File: config.mk
export PLATFORM = sky130hd
export DESIGN_NAME = adts_header_sync_detector
export DESIGN_NICKNAME = d
export VERILOG_FILES = /design/src/adts_pkg.sv /design/src/adts_hist.sv /design/src/adts_dec.sv /design/src/adts_header_sync_detector.sv
export VERILOG_INCLUDE_DIRS = /design/src /design/src/src
export SDC_FILE = /design/constraint.sdc
export NUM_CORES = 1
export LEC_CHECK = 0
export ABC_AREA = 1
export CAP_MARGIN = 10
export CORE_UTILIZATION = 40
export DETAILED_ROUTE_END_ITERATION = 6
export DONT_BUFFER_PORTS = 1
export GPL_ROUTABILITY_DRIVEN = 0
export GPL_TIMING_DRIVEN = 0
export MAX_ROUTING_LAYER = met4
export PLACE_DENSITY = 0.68
export SLEW_MARGIN = 5
export SYNTH_ARGS = -nofsm -noshare
export SYNTH_HDL_FRONTEND = slang
export SYNTH_SLANG_ARGS = --single-unit
File: constraint.sdc
create_clock -name clk_i -period 2.84 [get_ports clk_i]
set_clock_uncertainty 0.2 [all_clocks]
set_input_delay 0.284 -clock clk_i [delete_from_list [all_inputs] [get_ports clk_i]]
set_output_delay 0.284 -clock clk_i [all_outputs]
set_load 0.005 [all_outputs]
File: src/adts_header_sync_detector_macros.svh
// ----------------------------------------------------------------------------
// adts header sync detector assertion macros
// concurrent assertion forms used by the history module
// ----------------------------------------------------------------------------
`ifndef ADTS_HEADER_SYNC_DETECTOR_MACROS_SVH
`define ADTS_HEADER_SYNC_DETECTOR_MACROS_SVH

// same-cycle implication under reset
`define ADTS_ASSERT_IMP(lbl, clk, rstn, ante, cons) \
  lbl: assert property (@(posedge clk) disable iff (!rstn) (ante) |-> (cons)) \
    else $error("adts sync detector check failed");

// next-cycle implication under reset
`define ADTS_ASSERT_NXT(lbl, clk, rstn, ante, cons) \
  lbl: assert property (@(posedge clk) disable iff (!rstn) (ante) |=> (cons)) \
    else $error("adts sync detector check failed");

`endif

File: src/adts_pkg.sv
// ----------------------------------------------------------------------------
// adts_pkg
// types, constants and lookup tables of the adts header sync detector
// ----------------------------------------------------------------------------
package adts_pkg;

  localparam int unsigned HistW  = 64;
  localparam int unsigned HdrW   = 56;
  localparam int unsigned OutW   = 128;
  localparam logic [2:0]  SkipAfterRun = 3'd5;
  localparam logic [11:0] SyncWord     = 12'hFFF;
  localparam logic [12:0] MinFrameLen  = 13'd7;

  // candidate window between history and decode stages
  typedef struct packed {
    logic            vld;
    logic [HdrW-1:0] hdr;
  } win_t;

  // sampling frequency by index, zero for reserved codes
  function automatic logic [16:0] rate_lookup(input logic [3:0] idx);
    logic [16:0] r;
    case (idx)
      4'd0:    r = 17'd96000;
      4'd1:    r = 17'd88200;
      4'd2:    r = 17'd64000;
      4'd3:    r = 17'd48000;
      4'd4:    r = 17'd44100;
      4'd5:    r = 17'd32000;
      4'd6:    r = 17'd24000;
      4'd7:    r = 17'd22050;
      4'd8:    r = 17'd16000;
      4'd9:    r = 17'd12000;
      4'd10:   r = 17'd11025;
      4'd11:   r = 17'd8000;
      4'd12:   r = 17'd7350;
      default: r = 17'd0;
    endcase
    return r;
  endfunction

  // channel count by configuration, configuration seven gives eight
  function automatic logic [3:0] chan_lookup(input logic [2:0] cfg);
    logic [3:0] c;
    case (cfg)
      3'd7:    c = 4'd8;
      default: c = {1'b0, cfg};
    endcase
    return c;
  endfunction

endpackage

File: src/adts_hist.sv
// ----------------------------------------------------------------------------
// adts_hist
// byte history, skip counter and sync search; registers the candidate window
// ----------------------------------------------------------------------------
`include "adts_header_sync_detector_macros.svh"

module adts_hist (
  input  logic            clk_i,
  input  logic            rst_ni,
  input  logic            in_vld_i,
  output logic            in_rdy_o,
  input  logic [7:0]      data_byte_i,
  input  logic            restart_i,
  input  logic            win_take_i,
  output adts_pkg::win_t  win_o
);
  import adts_pkg::*;

  logic [HistW-1:0] hist_q, hist_d;
  logic [2:0]       skip_q, skip_d;
  win_t             win_q, win_d;
  logic             accept;
  logic [HistW-1:0] hist_base;
  logic [2:0]       skip_base;
  logic [HistW-1:0] hist_shift;
  logic             all_ones;
  logic             cand;

  assign in_rdy_o = win_take_i;
  assign accept   = in_vld_i & win_take_i;

  // restart clears state ahead of this beat
  assign hist_base  = restart_i ? '0 : hist_q;
  assign skip_base  = restart_i ? '0 : skip_q;
  assign hist_shift = {hist_base[HistW-9:0], data_byte_i};
  assign all_ones   = &hist_shift;

  // next history, skip count and candidate flag
  always_comb begin
    hist_d = hist_q;
    skip_d = skip_q;
    cand   = 1'b0;
    if (accept) begin
      if (skip_base != 3'd0) begin
        hist_d = hist_base;
        skip_d = skip_base - 3'd1;
      end else begin
        hist_d = hist_shift;
        if (all_ones) begin
          skip_d = SkipAfterRun;
        end else begin
          skip_d = 3'd0;
          cand   = !(&hist_shift[HdrW-1:HdrW-16]) &&
                   (hist_shift[HdrW-1:HdrW-12] == SyncWord);
        end
      end
    end
  end

  // window stage load and drain
  always_comb begin
    win_d = win_q;
    if (accept) begin
      win_d.vld = cand;
      win_d.hdr = hist_shift[HdrW-1:0];
    end else if (win_take_i) begin
      win_d.vld = 1'b0;
    end
  end

  // state registers
  always_ff @(posedge clk_i or negedge rst_ni) begin
    if (!rst_ni) begin
      hist_q <= '0;
      skip_q <= '0;
      win_q  <= '0;
    end else begin
      hist_q <= hist_d;
      skip_q <= skip_d;
      win_q  <= win_d;
    end
  end

  assign win_o = win_q;

  // skipping only ever happens on an all-ones history
  `ADTS_ASSERT_IMP(a_skip_ones, clk_i, rst_ni, skip_q != 3'd0, &hist_q)
  // skip count never exceeds its load value
  `ADTS_ASSERT_IMP(a_skip_max, clk_i, rst_ni, 1'b1, skip_q <= SkipAfterRun)
  // an ignored byte never yields a candidate
  `ADTS_ASSERT_NXT(a_skip_quiet, clk_i, rst_ni,
    accept && !restart_i && (skip_q != 3'd0), !win_q.vld)

endmodule

File: src/adts_dec.sv
// ----------------------------------------------------------------------------
// adts_dec
// header field decode, validity checks and the result register
// ----------------------------------------------------------------------------
module adts_dec (
  input  logic                     clk_i,
  input  logic                     rst_ni,
  input  adts_pkg::win_t           win_i,
  output logic                     win_take_o,
  output logic                     out_vld_o,
  input  logic                     out_rdy_i,
  output logic [adts_pkg::OutW-1:0] out_data_o
);
  import adts_pkg::*;

  logic [HdrW-1:0] w;
  logic [3:0]      srix;
  logic [2:0]      chcf;
  logic [12:0]     flen;
  logic [16:0]     rate;
  logic [3:0]      chans;
  logic [2:0]      blocks;
  logic [12:0]     total;
  logic            emit;
  logic            out_free;
  logic            out_vld_q;
  logic [OutW-1:0] out_q, out_d;

  // field extraction and table lookups
  assign w      = win_i.hdr;
  assign flen   = w[25:13];
  assign srix   = w[37:34];
  assign chcf   = w[32:30];
  assign rate   = rate_lookup(srix);
  assign chans  = chan_lookup(chcf);
  assign blocks = {1'b0, w[1:0]} + 3'd1;
  assign total  = {blocks, 10'd0};

  assign emit = win_i.vld && (flen >= MinFrameLen) && (rate != '0) && (chans != '0);

  // result packing, highest field first
  assign out_d = {total, chans, rate, blocks, w[12:2], flen, chcf, srix,
                  w[39:38], w[40], w[43], w};

  assign out_free   = !out_vld_q || out_rdy_i;
  assign win_take_o = !emit || out_free;

  // result valid
  always_ff @(posedge clk_i or negedge rst_ni) begin
    if (!rst_ni) begin
      out_vld_q <= 1'b0;
    end else if (out_free) begin
      out_vld_q <= emit;
    end
  end

  // result payload
  always_ff @(posedge clk_i) begin
    if (out_free) begin
      out_q <= out_d;
    end
  end

  assign out_vld_o  = out_vld_q;
  assign out_data_o = out_q;

endmodule

File: src/adts_header_sync_detector.sv
// path: an accepted byte registers its header window in adts_hist; adts_dec then registers the header result
// throughput: one byte per cycle unless the output stalls input; the history and skip update is combinational
// a header result waiting at the output stalls input only when a second one is ready
// reset: asynchronous active low, clears history, skip count and both valid flags
// ----------------------------------------------------------------------------
// adts_header_sync_detector
// byte-stream search for adts headers with field decode and table lookups
// ----------------------------------------------------------------------------
module adts_header_sync_detector (
  input  logic          clk_i,
  input  logic          rst_ni,
  input  logic          s_axis_tvalid,
  output logic          s_axis_tready,
  input  logic [7:0]    s_axis_tdata,   // data_byte
  input  logic          s_axis_tuser,   // restart
  output logic          m_axis_tvalid,
  input  logic          m_axis_tready,
  // header_bits, version_id, protection_absent, profile, freq_index,
  // channel_config, frame_length, buf_level, raw_block_count,
  // sample_rate_hz, channel_count, sample_total
  output logic [127:0]  m_axis_tdata
);
  import adts_pkg::*;

  win_t win;
  logic win_take;

  // history and sync search stage
  adts_hist u_hist (
    .clk_i       (clk_i),
    .rst_ni      (rst_ni),
    .in_vld_i    (s_axis_tvalid),
    .in_rdy_o    (s_axis_tready),
    .data_byte_i (s_axis_tdata),
    .restart_i   (s_axis_tuser),
    .win_take_i  (win_take),
    .win_o       (win)
  );

  // decode and result stage
  adts_dec u_dec (
    .clk_i      (clk_i),
    .rst_ni     (rst_ni),
    .win_i      (win),
    .win_take_o (win_take),
    .out_vld_o  (m_axis_tvalid),
    .out_rdy_i  (m_axis_tready),
    .out_data_o (m_axis_tdata)
  );

endmodule
Yosys cells after proc, flatten, opt, wreduce, memory -nomap -nowiden:

Memories as Yosys holds them, arrays and structs flattened.
Index checks and enable logic that the tools add are counted.

* bits in read-only memories: 272
* output and inout bits: 130
* memories: 1
* flip-flop bits (word level): 235
* logic and storage cells: 38
* input bits: 13

Memories
* (no name shown): depth 16, bits a word 17, rd ports 1, clocked after Yosys merged registers in 0, write ports 0, RTL line adts_pkg.sv:23 `case (idx)`

* muxes and demuxes: 10
* equal/unequal tests: 2
* bitwise logic cells: 1
* order comparisons: 1
* add/sub/neg operators: 2
* reductions and logical operators: 15

Operator list (count)
* 56-bit 2-to-1 mux: 2
* 64-bit AND reduction: 1
* 17-bit nonzero test: 1
* 16-bit AND reduction: 1
* 13-bit by 3-bit greater-or-equal comparator with 1-bit output, second input constant: 1
* 12-bit equality test, second input constant: 1
* 3-bit 2-to-1 mux: 3
* 1-bit logical AND: 4
* 1-bit 2-to-1 mux: 4
* 4-bit 2-to-1 mux: 1
* 4-bit nonzero test: 1
* 2-bit by 1-bit adder with 3-bit output, second input constant: 1
* 3-bit equality test, second input constant: 1
* 1-bit logical NOT: 3
* 3-bit nonzero test: 1
* 3-bit by 1-bit subtractor with 3-bit output, second input constant: 1
* 1-bit logical OR: 2
* 2-bit nonzero test: 1
* 1-bit AND: 1

Depth between registers and ports, before layout:

Gate-level depths: netlist of run 1.

* depth after elaboration: 8
* mapped depth: 16
* gate-level depth less buffers: 13

By module:

From an unflattened synthesis of run 1, not the netlist that was laid out.

* cell total of the unflattened synthesis: 902
* area total of the unflattened synthesis: 8645.8 um^2

By module, submodules not included
* adts_hist: area each 5272.6 um^2, instances 1, sequential area each 2902.8 um^2, cells an instance 657
* adts_dec: area each 3373.2 um^2, instances 1, sequential area each 2427.3 um^2, cells an instance 245

Worst setup path after synthesis of run 1:

OpenSTA, ideal clock, no wires.

* path kind: reg-to-reg
* start: reg u_dec.out_vld_q (netlist: u_dec.out_vld_o)
* end: reg u_dec.out_q[0] (netlist: u_dec.out_data_o[0]), enable pin
* setup time: 0.435 ns
* period minus slack after synthesis: 2.675 ns
* arrival time: 2.040 ns
* buffers on the path: 0
* slack: 0.165 ns
* stages on the path, launching flop included: 4
* required time: 2.205 ns
* path through: dfrtp_1 > inv_1 > nor2_1 > inv_1

* word-level cells in the longest chain between the ends: 2

RTL lines
* start: declaration: RTL line adts_dec.sv:26 `logic out_vld_q;`
* start signal: assignment: RTL line adts_dec.sv:53 `out_vld_q <= emit;`
* 1-bit logical NOT: RTL line adts_dec.sv:45 `assign out_free = !out_vld_q || out_rdy_i;`
* 1-bit logical OR: RTL line adts_dec.sv:45
* net u_dec.out_free: RTL line adts_dec.sv:25 `logic out_free;`
* end signal: assignment: RTL line adts_dec.sv:60 `out_q <= out_d;`
* end: declaration: RTL line adts_dec.sv:27 `logic [OutW-1:0] out_q, out_d;`

The timed path passes the listed nets, and every way through them passes these cells.
A chain may end at the register's enable or synchronous reset.

Final worst setup path of run 1:

* start: reg u_hist.win_q, in the netlist u_hist.win_o[34]
* end: out s_axis_tready

* word-level cells in the longest chain between the ends: 6

RTL lines
* start: declaration: RTL line adts_hist.sv:21 `win_t win_q, win_d;`
* start signal: assignment: RTL line adts_hist.sv:80 `win_q <= win_d;`
* memory 16 x 17 bit
* net u_dec.rate[1]: RTL line adts_dec.sv:20 `logic [16:0] rate;`
* 17-bit nonzero test: RTL line adts_dec.sv:39 `assign emit = win_i.vld && (flen >= MinFrameLen) && (rate != '0) && (chans != '0);`
* 1-bit logical AND (2 in series): RTL line adts_dec.sv:39
* 1-bit logical NOT: RTL line adts_dec.sv:46 `assign win_take_o = !emit || out_free;`
* 1-bit logical OR: RTL line adts_dec.sv:46
* end: declaration: RTL line adts_header_sync_detector.sv:13 `output logic s_axis_tready,`

The timed path passes the listed nets, and every way through them passes these cells.

==> metrics.txt, run 1 <==
Clock power frac=between 40% and 50%; total gr overflow=0; outcome=finished, violations left; Chip Height=153.0 um; Hold Buf Count CTS=8; Worst Tran Pin Value=0.7213 ns; Worst Path Required=2.36 ns; worst skew pair latency=about 0.43 ns; flip-flop and latch count after synthesis=between 150 and 200; Post-Syn Area=9121 um2; fillers=2112; final-stage net count=1093; Pwr Density=588.8 nW/um2; # rows=54; Yosys warnings=0; starting density of the core=about 41%; Setup crit end kind=output port; vias per inst=roughly 5.1; HP Class=in -> async; period utilisation layout=94.06%; number of flops mapped to enable cells by yosys=80; Min Hold Slack=-0.6627 ns; clk slew on worst S/H paths=approximately 0.080 ns; 1st-iter DRT viols=607; core footprint=22090 um2; failing checks=hold timing; drt drc=0; ant diodes=0; crit path max fanout=10; post-DP HPWL=14.06 mm; synthesis-to-finish area growth=12.30%; Die ar.=23410 um2; Post-Syn Instances=1032; ys async rst share=59.39%; Fin. Hold Viols=roughly 120; initial antenna violation count=0; Setup-failing EPs final=0; P_sw=1.501 mW; Gate power share=under 10%; Routed WL=20.91 mm; Startpoint Class=flop; first-pass GRT wire length=33.71 mm; I/O pin total=143; Switching Share=between 20% and 30%; number of global-route vias before repair=6459; LEAKAGE=5.043 nW; DR WL/cell=15.32 um; critical path type=reg -> out; register share of total power=between 50% and 60%; Syn Area/Cell=a little under 9 um2; Seq/Total Area, Yosys=between 50% and 60%; post-route core utilization=between 40% and 50%; CTS sink count=197; clock buffer depth=2; commonest non-fill, non-tap cell in the layout=nand2_1; # Max-Cap Violations=0; layout cells sized above 1=about an eighth; Rel. slew slack=51.91%; maximum vdd drop=0.3076 mV; max frequency=about 370 MHz; H-tree depth=4; Min Clock Period, post-route=2.671 ns; largest net degree at the start of global routing=118; distinct cell type count after synthesis=30; Synth Flop Type=dfrtp_1; DR vias=6919; Final ANT Viol Nets=0; RSZ-0062 raised after global routing=no; most frequent cells in the layout=nand2_1, nand3_1, dfrtp_1; Internal=4.530 mW; root buf cell=clkbuf_16; Slew Viols, Final=0; TritonCTS clock tree=done; die width=153.0 um; arrival time of the worst setup path=2.19 ns; Pwr Total=a little over 6 mW; drt first pass iters=5; Total Routing Usage GR=18.93%; CTS Buf Count=17; # port buffers=0
[synth_stat cells, types with 3 or more instances]
library cell,count,area [um2]
buf_6,10,112.6
inv_1,67,251.5
nand3_1,127,635.6
ha_1,8,100.1
a21oi_1,15,75.07
o31ai_1,3,22.52
inv_2,3,11.26
nor3_1,4,20.02
o21ai_0,40,200.2
edfxtp_1,80,2402
nor2_1,96,360.4
nand2_1,347,1303
clkbuf_1,29,108.9
dfrtp_1,117,2928
nand4_1,6,37.54
buf_4,50,375.4
buf_2,17,85.08
[critical path: stages, from the launching register on]
cell	delay [ns]
dfrtp_2	0.42
buf_4	0.17
ha_2	0.22
nand3_1	0.11
nand2_1	0.08
nor2_1	0.10
nand2_1	0.05
nor2_1	0.08
nand2_1	0.10
nand3_2	0.08
buf_6	0.18
buf_8	0.16
[worst paths after layout]
path / startpoint / end / slack (ns) / cells past startpoint
setup / recovery: u_hist.win_o[34]$_DFFE_PN0P_ / s_axis_tready / 0.17 / 11
hold / removal: rst_ni / u_hist.win_o[4]$_DFFE_PN0P_ / -0.66 / 0
setup reg to reg: u_hist.win_o[34]$_DFFE_PN0P_ / u_hist.win_o[17]$_DFFE_PN0P_ / 0.33 / 15
hold reg to reg: u_hist.win_o[8]$_DFFE_PN0P_ / u_dec.out_data_o[86]$_DFFE_PP_ / 0.25 / 0
max in group asynchronous: rst_ni / u_hist.skip_q[0]$_DFFE_PN0P_ / 2.85 / 0
min in group clk_i: m_axis_tready / u_dec.out_data_o[61]$_DFFE_PP_ / 0.14 / 2
[power by group through the flow]
| stage | clock network [mW] | logic [mW] | registers, mW |
|---|---|---|---|
| after floorplan | 0 | 0.307 | 3.24 |
| after global placement | 0 | 0.377 | 3.27 |
| after detailed placement | 0 | 0.385 | 3.28 |
| after CTS | 2.46 | 0.402 | 3.22 |
| after global routing | 2.57 | 0.455 | 3.23 |
| final | 2.41 | 0.403 | 3.21 |
[timing repair]
action | in CTS | in global routing
gates resized for setup | 3 | 5
setup endpoints to repair | 1 | 1
setup buffers | 3 | 0
endpoints found under the hold margin | 133 | 117
[stage by stage]
| step | TNS, ns | cell area, um2 | hold slack (ns) | cells | setup slack, ns |
|---|---|---|---|---|---|
| after floorplan | 0 | 9155 | -0.2116 | 1041 | 0.1651 |
| after global placement | -46.41 | 9505 | -0.2062 | 1321 | -0.5823 |
| after detailed placement | 0 | 9535 | -0.2076 | 1322 | 0.06569 |
| after CTS | 0 | 10230 | -0.6772 | 1365 | 0.04486 |
| after global routing | 0 | 10240 | -0.6813 | 1365 | 0.004850 |
| final | 0 | 10240 | -0.6627 | 1365 | 0.1686 |
[per-layer routing]
metal  vias to the layer above  wire [um]  GRT usage, %
li1                       3350          -             -
met1                      3287       9636         25.12
met2                       261       9621         28.72
met3                        21       1394         4.877
met4                         0        260         5.147
met5                         -          0             -
[registers in the layout (all words and copies together), names as in the netlist]
signal	flops
u_dec.out_data_o	80
u_dec.out_vld_o	1
u_hist.win_o	57
u_hist.skip_q	3
u_hist.hist_q	56
[cell families (layout without fill, tap and decap cells)]
family | count (synthesis) | count (layout) | share of synthesized area, %
compound gates | 63 | 63 | 3.676
fa+ha+maj | 8 | 8 | 1.097
buf+inv | 177 | 221 | 10.40
flops | 197 | 197 | 58.44
other cells | 1 | 10 | 0.04111
simple gates | 586 | 586 | 26.35
[cell type report]
class / instances / area, um2 / share of cell area (%)
buffer: 106 / 691.9 / 6.755
clock buffer: 17 / 425.4 / 4.153
clock inverter: 15 / 165.2 / 1.612
inverter: 71 / 269.0 / 2.626
multi-input combinational: 667 / 2879 / 28.11
sequential: 197 / 5333 / 52.06
tap: 280 / 350.3 / 3.420
timing repair buffer: 12 / 130.1 / 1.270
No activity file was read; power rests on OpenSTA's default activity.
==> run 2, diff against run 1 <==
Settings changed: ABC_AREA 1 to not set.
==> run 2 against run 1 <==
- the flow still finishes with violations (hold timing)
- power down 0.67%
- first-iteration DRC count down 41%
- clock-buffer cell count up 1
- clock power down 7%
- fmax down 0.38%
- synthesized cell count down 37%
- final cell count down 29%
==> metrics.txt, run 2 <==
largest net degree at the start of global routing=118 (unchanged); RSZ-0062 raised after global routing=no; max incr delay on CP=0.50 ns (+0.08 ns); 1st-iter DRT viols=359 (-41%); failing checks=hold timing; Chip Height=142.3 um (-7.0%); DR vias=4741 (-31%); most instantiated cells after synthesis=dfrtp_1, o21ai_0, nand2_1; Total Routing Usage GR=16.96% (-2.0 points); Fin. Hold Viols=117 (unchanged); Worst Path Required=2.96 ns (+0.60 ns); total gr overflow=0 (unchanged); root buf cell=clkbuf_16; Final ANT Viol Nets=0 (unchanged); Synth Flop Type=dfrtp_1; Startpoint Class=flop; FF-to-FF Start=u_hist.win_o[35]$_DFFE_PN0P_; die width=142.3 um (-7.0%); synthesis-to-finish area growth=13.95%; Seq/Total Area, Yosys=67.67% (+9.2 points); Non-Filler Instances=967 (-29%); drt first pass iters=5 (unchanged); R2R depth=8 (-7); count leader, synth=dfrtp_1; post-route core utilization=47.19% (+0.83 points); ant diodes=0 (unchanged); arrival time of the worst setup path=2.80 ns (+0.61 ns); vias per inst=4.903 (-3.3%); most frequent cells in the layout=dfrtp_1, o21ai_0, nand2_1; max FFs per register=80 (unchanged); CTS Buf Count=17 (unchanged); r2r setup slk=0.16 ns (-0.17 ns); flip-flop and latch count after synthesis=197 (unchanged); # Max-Cap Violations=0 (unchanged); period utilisation layout=94.42% (+0.36 points); # rows=50 (-7.4%); Pwr Density=667.5 nW/um2 (+13%); TritonCTS clock tree=done; commonest non-fill, non-tap cell in the layout=dfrtp_1; layout cells sized above 1=16.97% (+5.3 points); Yosys warnings=0 (unchanged); maximum vdd drop=0.4150 mV (+35%); distinct cell type count after synthesis=40 (+33%); # port buffers=0 (unchanged); DR WL/cell=16.57 um (+8.1%); Routed WL=16.02 mm (-23%); largest cells by area after synthesis=dfrtp_1, edfxtp_1, o21ai_0, nand2_1, buf_4; final-stage net count=715 (-35%); worst skew pair latency=0.44 ns (about the same); outcome=finished, violations left; max frequency=372.9 MHz (-0.38%); clk slew on worst S/H paths=0.07 ns (about the same); crit path max-delay cell type=dfrtp_2; HP Class=in -> async; post-DP HPWL=10.67 mm (-24%); initial antenna violation count=0 (unchanged); Die ar.=20260 um2 (-13%); Post-Syn Area=7876 um2 (-14%); Syn Area/Cell=12.14 um2 (+37%); largest area contributor in the synthesized netlist=dfrtp_1; H-tree depth=4 (unchanged); starting density of the core=41.41% (+0.13 points); Setup-failing EPs final=0 (unchanged); crit path max fanout=11 (+1); crit-path cells=inv_2 -> ha_1 -> nand4bb_1 -> o2111ai_1 -> o211ai_1 -> buf_4 -> buf_2 -> mux2_2; LEAKAGE=3.772 nW (-25%); setup_tns=0 ns (unchanged); CTS sink count=197 (unchanged); core footprint=19020 um2 (-14%); Setup crit end kind=flop; ys async rst share=59.39% (unchanged); Min Clock Period, post-route=2.681 ns (+0.01011 ns); top-area cell type share of the netlist area=37.17% (+5.1 points); fillers=1770 (-16%); Hold Buf Count CTS=10 (+2); Post-Syn Instances=649 (-37%); Inst Count DP=919 (-30%); R2R Path End=u_hist.hist_q[5]$_DFFE_PN0P_; I/O pin total=143 (unchanged); Min Hold Slack=-0.6594 ns (+0.003296 ns); number of flops mapped to enable cells by yosys=80 (unchanged); drt drc=0 (unchanged); Slew Viols, Final=0 (unchanged); first-pass GRT wire length=25.10 mm (-26%); clock buffer depth=2 (unchanged); critical path type=reg -> reg; number of global-route vias before repair=4603 (-29%)
run 2: cell types whose count changed after synthesis, moves of 10 or more:
cell      delta
inv_1       -61
mux2_2      +17
nand2_1    -242
buf_2       -11
nand2b_1    +47
buf_6       -10
a21oi_1     -11
nand3_1    -120
o21ai_0     +68
nor2_1      -88
run 2: kinds of logic after synthesis:
family | count (synthesis) | share of synthesized area [%]
AOI/OAI and AO/OA | 121 | 8.022
buffers and inverters | 87 | 6.529
DFF | 197 | 67.67
xor gates and xnor gates | 1 | 0.1112
and+or+nand+nor | 213 | 13.39
muxes | 21 | 2.955
adders and majority gates | 8 | 1.271
other | 1 | 0.04761
run 2: critical path: cells and delay by family, from the launching register on:
family          cells  cell delay, ns
flops               1            0.50
compound gates      2            0.52
simple gates        1            0.17
mux                 1            0.35
buf+inv             3            0.60
fa+ha+maj           1            0.23
run 2: cell type report:
type / instances / area [um2] / share of cell area, %
Inverter: 6 / 25.02 / 0.2788
Multi-Input combinational cell: 374 / 2066 / 23.02
Clock inverter: 14 / 118.9 / 1.324
Sequential cell: 197 / 5333 / 59.42
Tap cell: 260 / 325.3 / 3.625
Timing Repair Buffer: 17 / 172.7 / 1.924
Buffer: 81 / 505.5 / 5.632
Clock buffer: 18 / 429.2 / 4.782
run 2: per-stage QoR:
| stage | power [mW] | instance area (um2) | setup slack [ns] |
|---|---|---|---|
| floorplan | 3.644 | 7910 | 0.09341 |
| global placement | 3.765 | 8235 | -0.8176 |
| detailed placement | 3.773 | 8265 | -0.3576 |
| CTS | 6.054 | 8935 | 0.005573 |
| global route | 6.223 | 8975 | 0.005395 |
| finish | 5.991 | 8975 | 0.1585 |
run 2: repair_timing:
| item | 4_1_cts | 5_1_grt |
|---|---|---|
| setup endpoints to repair | 113 | 101 |
| endpoints found under the hold margin | 140 | 117 |
| pin swaps | 1 | 1 |
| setup buffers | 1 | 5 |
| gates resized for setup | 9 | 5 |
run 2: per-layer routing:
metal  vias to the layer above  share of wire (%)  track usage (%)
li1                       2267                  -                -
met3                        15                4.7            4.576
met4                         0               0.91            4.018
met2                       133                 48            26.01
met5                         -                  0                -
met1                      2326                 47            22.43
run 2: worst max-delay path by stage:
stage	to	cells after the start	slack, ns	startpoint
floorplan	u_dec.out_vld_o$_DFFE_PN0P_	3	0.09	u_dec.out_vld_o$_DFFE_PN0P_
finish	u_hist.hist_q[5]$_DFFE_PN0P_	8	0.16	u_hist.win_o[35]$_DFFE_PN0P_
global route	u_hist.hist_q[38]$_DFFE_PN0P_	9	0.005	u_hist.win_o[35]$_DFFE_PN0P_
CTS	u_hist.win_o[34]$_DFFE_PN0P_	10	0.006	u_hist.win_o[35]$_DFFE_PN0P_
detailed placement	u_hist.win_o[34]$_DFFE_PN0P_	10	-0.36	u_hist.win_o[34]$_DFFE_PN0P_
global placement	u_dec.out_vld_o$_DFFE_PN0P_	3	-0.82	u_dec.out_vld_o$_DFFE_PN0P_
run 2: power by group:
part | internal, mW | switching, mW
Sequential | 3.18 | 0.156
Combinational | 0.197 | 0.213
Clock | 1.15 | 1.10
==> run 3, diff against run 2 <==
Settings changed: PLACE_DENSITY 0.68 to 0.53.
==> run 3 against run 2 <==
- the run still ends with hold timing left
- first-iteration DRC count is 11% lower
- global-route usage is 0.59 points higher
- hold slack worse by 0.0015 ns
- final cell count is 0.10% lower
- setup slack worse by 0.0055 ns
- wire length is 2.2% higher
- clock-buffer cell count is 2 higher
- clock power is 9.8% higher
- sequential power hardly changed
- power is 3.8% higher
- largest power group unchanged
==> metrics.txt, run 3 (synthesis gave the netlist of run 2 again) <==
H-tree depth=4 (unchanged); # port buffers=0 (unchanged); Clock power frac=39.7% (+2.2 points); commonest non-fill, non-tap cell in the layout=dfrtp_1; CTS sink count=197 (unchanged); core footprint=19020 um2 (unchanged); maximum vdd drop=0.3688 mV (-11%); Slew Viols, Final=0 (unchanged); Finished Cell Area=9054 um2 (+0.88%); 1st-iter DRT viols=321 (-11%); Routed WL=16.37 mm (+2.2%); arrival time of the worst setup path=2.81 ns (about the same); Switching Share=23.76% (-0.81 points); LEAKAGE=3.820 nW (+1.3%); Hold Buf Count CTS=10 (unchanged); R2R depth=8 (unchanged); CTS Buf Count=17 (unchanged); Min Hold Slack=-0.6608 ns (-0.001464 ns); Internal=4.741 mW (+4.9%); DR WL/cell=16.94 um (+2.3%); Setup crit end kind=flop; P_sw=1.478 mW (+0.39%); worst skew pair latency=0.43 ns (about the same); max frequency=372.2 MHz (-0.20%); starting density of the core=41.41% (unchanged); Cell Area, Placed=8265 um2 (unchanged); drt first pass iters=4 (-1); vias per inst=4.954 (+1.1%); total gr overflow=0 (unchanged); root buf cell=clkbuf_16; number of global-route vias before repair=4727 (+2.7%); I/O pin total=143 (unchanged); drt drc=0 (unchanged); Chip Height=142.3 um (unchanged); HP Class=in -> async; DR vias=4786 (+0.95%); first-pass GRT wire length=26.02 mm (+3.7%); # Max-Cap Violations=0 (unchanged); most frequent cells in the layout=dfrtp_1, o21ai_0, nand2_1; initial antenna violation count=0 (unchanged); max FFs per register=80 (unchanged); register share of total power=53.6% (-2.0 points); Fin. Hold Viols=117 (unchanged); layout cells sized above 1=17.85% (+0.87 points); largest net degree at the start of global routing=118 (unchanged); Pwr Density=687.0 nW/um2 (+2.9%); # rows=50 (unchanged); die width=142.3 um (unchanged); critical path type=reg -> reg; outcome=finished, violations left; RSZ-0062 raised after global routing=no; Gate power share=6.7% (about the same); Final ANT Viol Nets=0 (unchanged); period utilisation layout=94.61% (+0.19 points); r2r setup slk=0.15 ns (about the same); crit path max fanout=11 (unchanged); Startpoint Class=flop; clock buffer depth=2 (unchanged); failing checks=hold timing; Setup-failing EPs final=0 (unchanged); post-DP HPWL=11.16 mm (+4.6%); final-stage net count=714 (-0.14%); Worst Path Required=2.96 ns (about the same); TritonCTS clock tree=done; Pwr Total=6.220 mW (+3.8%); ant diodes=0 (unchanged); Total Routing Usage GR=17.55% (+0.59 points); Min Clock Period, post-route=2.687 ns (+0.005479 ns); clk slew on worst S/H paths=0.08 ns (about the same); synthesis-to-finish area growth=14.95%; Die ar.=20260 um2 (unchanged)
-- run 3: power groups by stage --
stage	Sequential (mW)	Clock [mW]	Combinational [mW]
2_1_floorplan	3.34	0	0.307
4_1_cts	3.34	2.53	0.415
6_report	3.33	2.47	0.415
5_1_grt	3.36	2.64	0.464
3_3_place_gp	3.39	0	0.383
3_5_place_dp	3.39	0	0.390
-- run 3: critical path: stages (launching register included) --
cell	delay (ns)
dfrtp_2	0.49
inv_2	0.14
ha_1	0.23
nand4bb_1	0.20
o2111ai_2	0.21
o21ai_2	0.24
clkbuf_4	0.25
clkbuf_2	0.26
mux2_2	0.36
-- run 3: layer usage --
layer | GRT usage, % | part of all wire, % | up-vias
met5 | - | 0 | -
met4 | 5.772 | 0.74 | 0
met3 | 3.533 | 3.3 | 6
met2 | 27.17 | 50 | 112
met1 | 23.14 | 46 | 2396
li1 | - | - | 2272
-- run 3: final cells by class --
| cell class | instances | area (um2) |
|---|---|---|
| Fill cell | 1755 | 9965 |
| Multi-Input combinational cell | 374 | 2076 |
| Inverter | 6 | 25.02 |
| Clock buffer | 20 | 489.2 |
| Timing Repair Buffer | 16 | 165.2 |
| Buffer | 81 | 511.7 |
| Sequential cell | 197 | 5333 |
| Clock inverter | 12 | 128.9 |
| Tap cell | 260 | 325.3 |
-- run 3: worst paths after layout --
path | to | start
setup / recovery | u_hist.win_o[7]$_DFFE_PN0P_ | u_hist.win_o[35]$_DFFE_PN0P_
hold / removal | u_hist.win_o[19]$_DFFE_PN0P_ | rst_ni
setup reg to reg | u_hist.win_o[7]$_DFFE_PN0P_ | u_hist.win_o[35]$_DFFE_PN0P_
hold reg to reg | u_dec.out_data_o[85]$_DFFE_PP_ | u_hist.win_o[7]$_DFFE_PN0P_
max in group asynchronous | u_hist.win_o[34]$_DFFE_PN0P_ | rst_ni
min in group clk_i | u_hist.skip_q[2]$_DFFE_PN0P_ | s_axis_tdata[6]
-- run 3: what timing repair did --
| item | CTS | global route |
|---|---|---|
| endpoints found under the setup margin | 116 | 106 |
| pin swaps | 1 | 1 |
| buffers inserted | 2 | 3 |
| gates resized for setup | 10 | 11 |
| endpoints found under the hold margin | 140 | 117 |
-- run 3: stage by stage --
stage / setup WS (ns) / setup TNS [ns] / hold slack (ns) / cells / utilization [%]
finish: 0.1531 / 0 / -0.6608 / 966 / 47.61
global route: 0.003042 / 0 / -0.6907 / 966 / 47.61
CTS: 0.02100 / 0 / -0.6817 / 963 / 47.43
detailed placement: -0.4813 / -28.75 / -0.2048 / 919 / 43.46
global placement: -0.6964 / -67.68 / -0.2045 / 918 / 43.30
floorplan: 0.09341 / 0 / -0.2116 / 658 / -
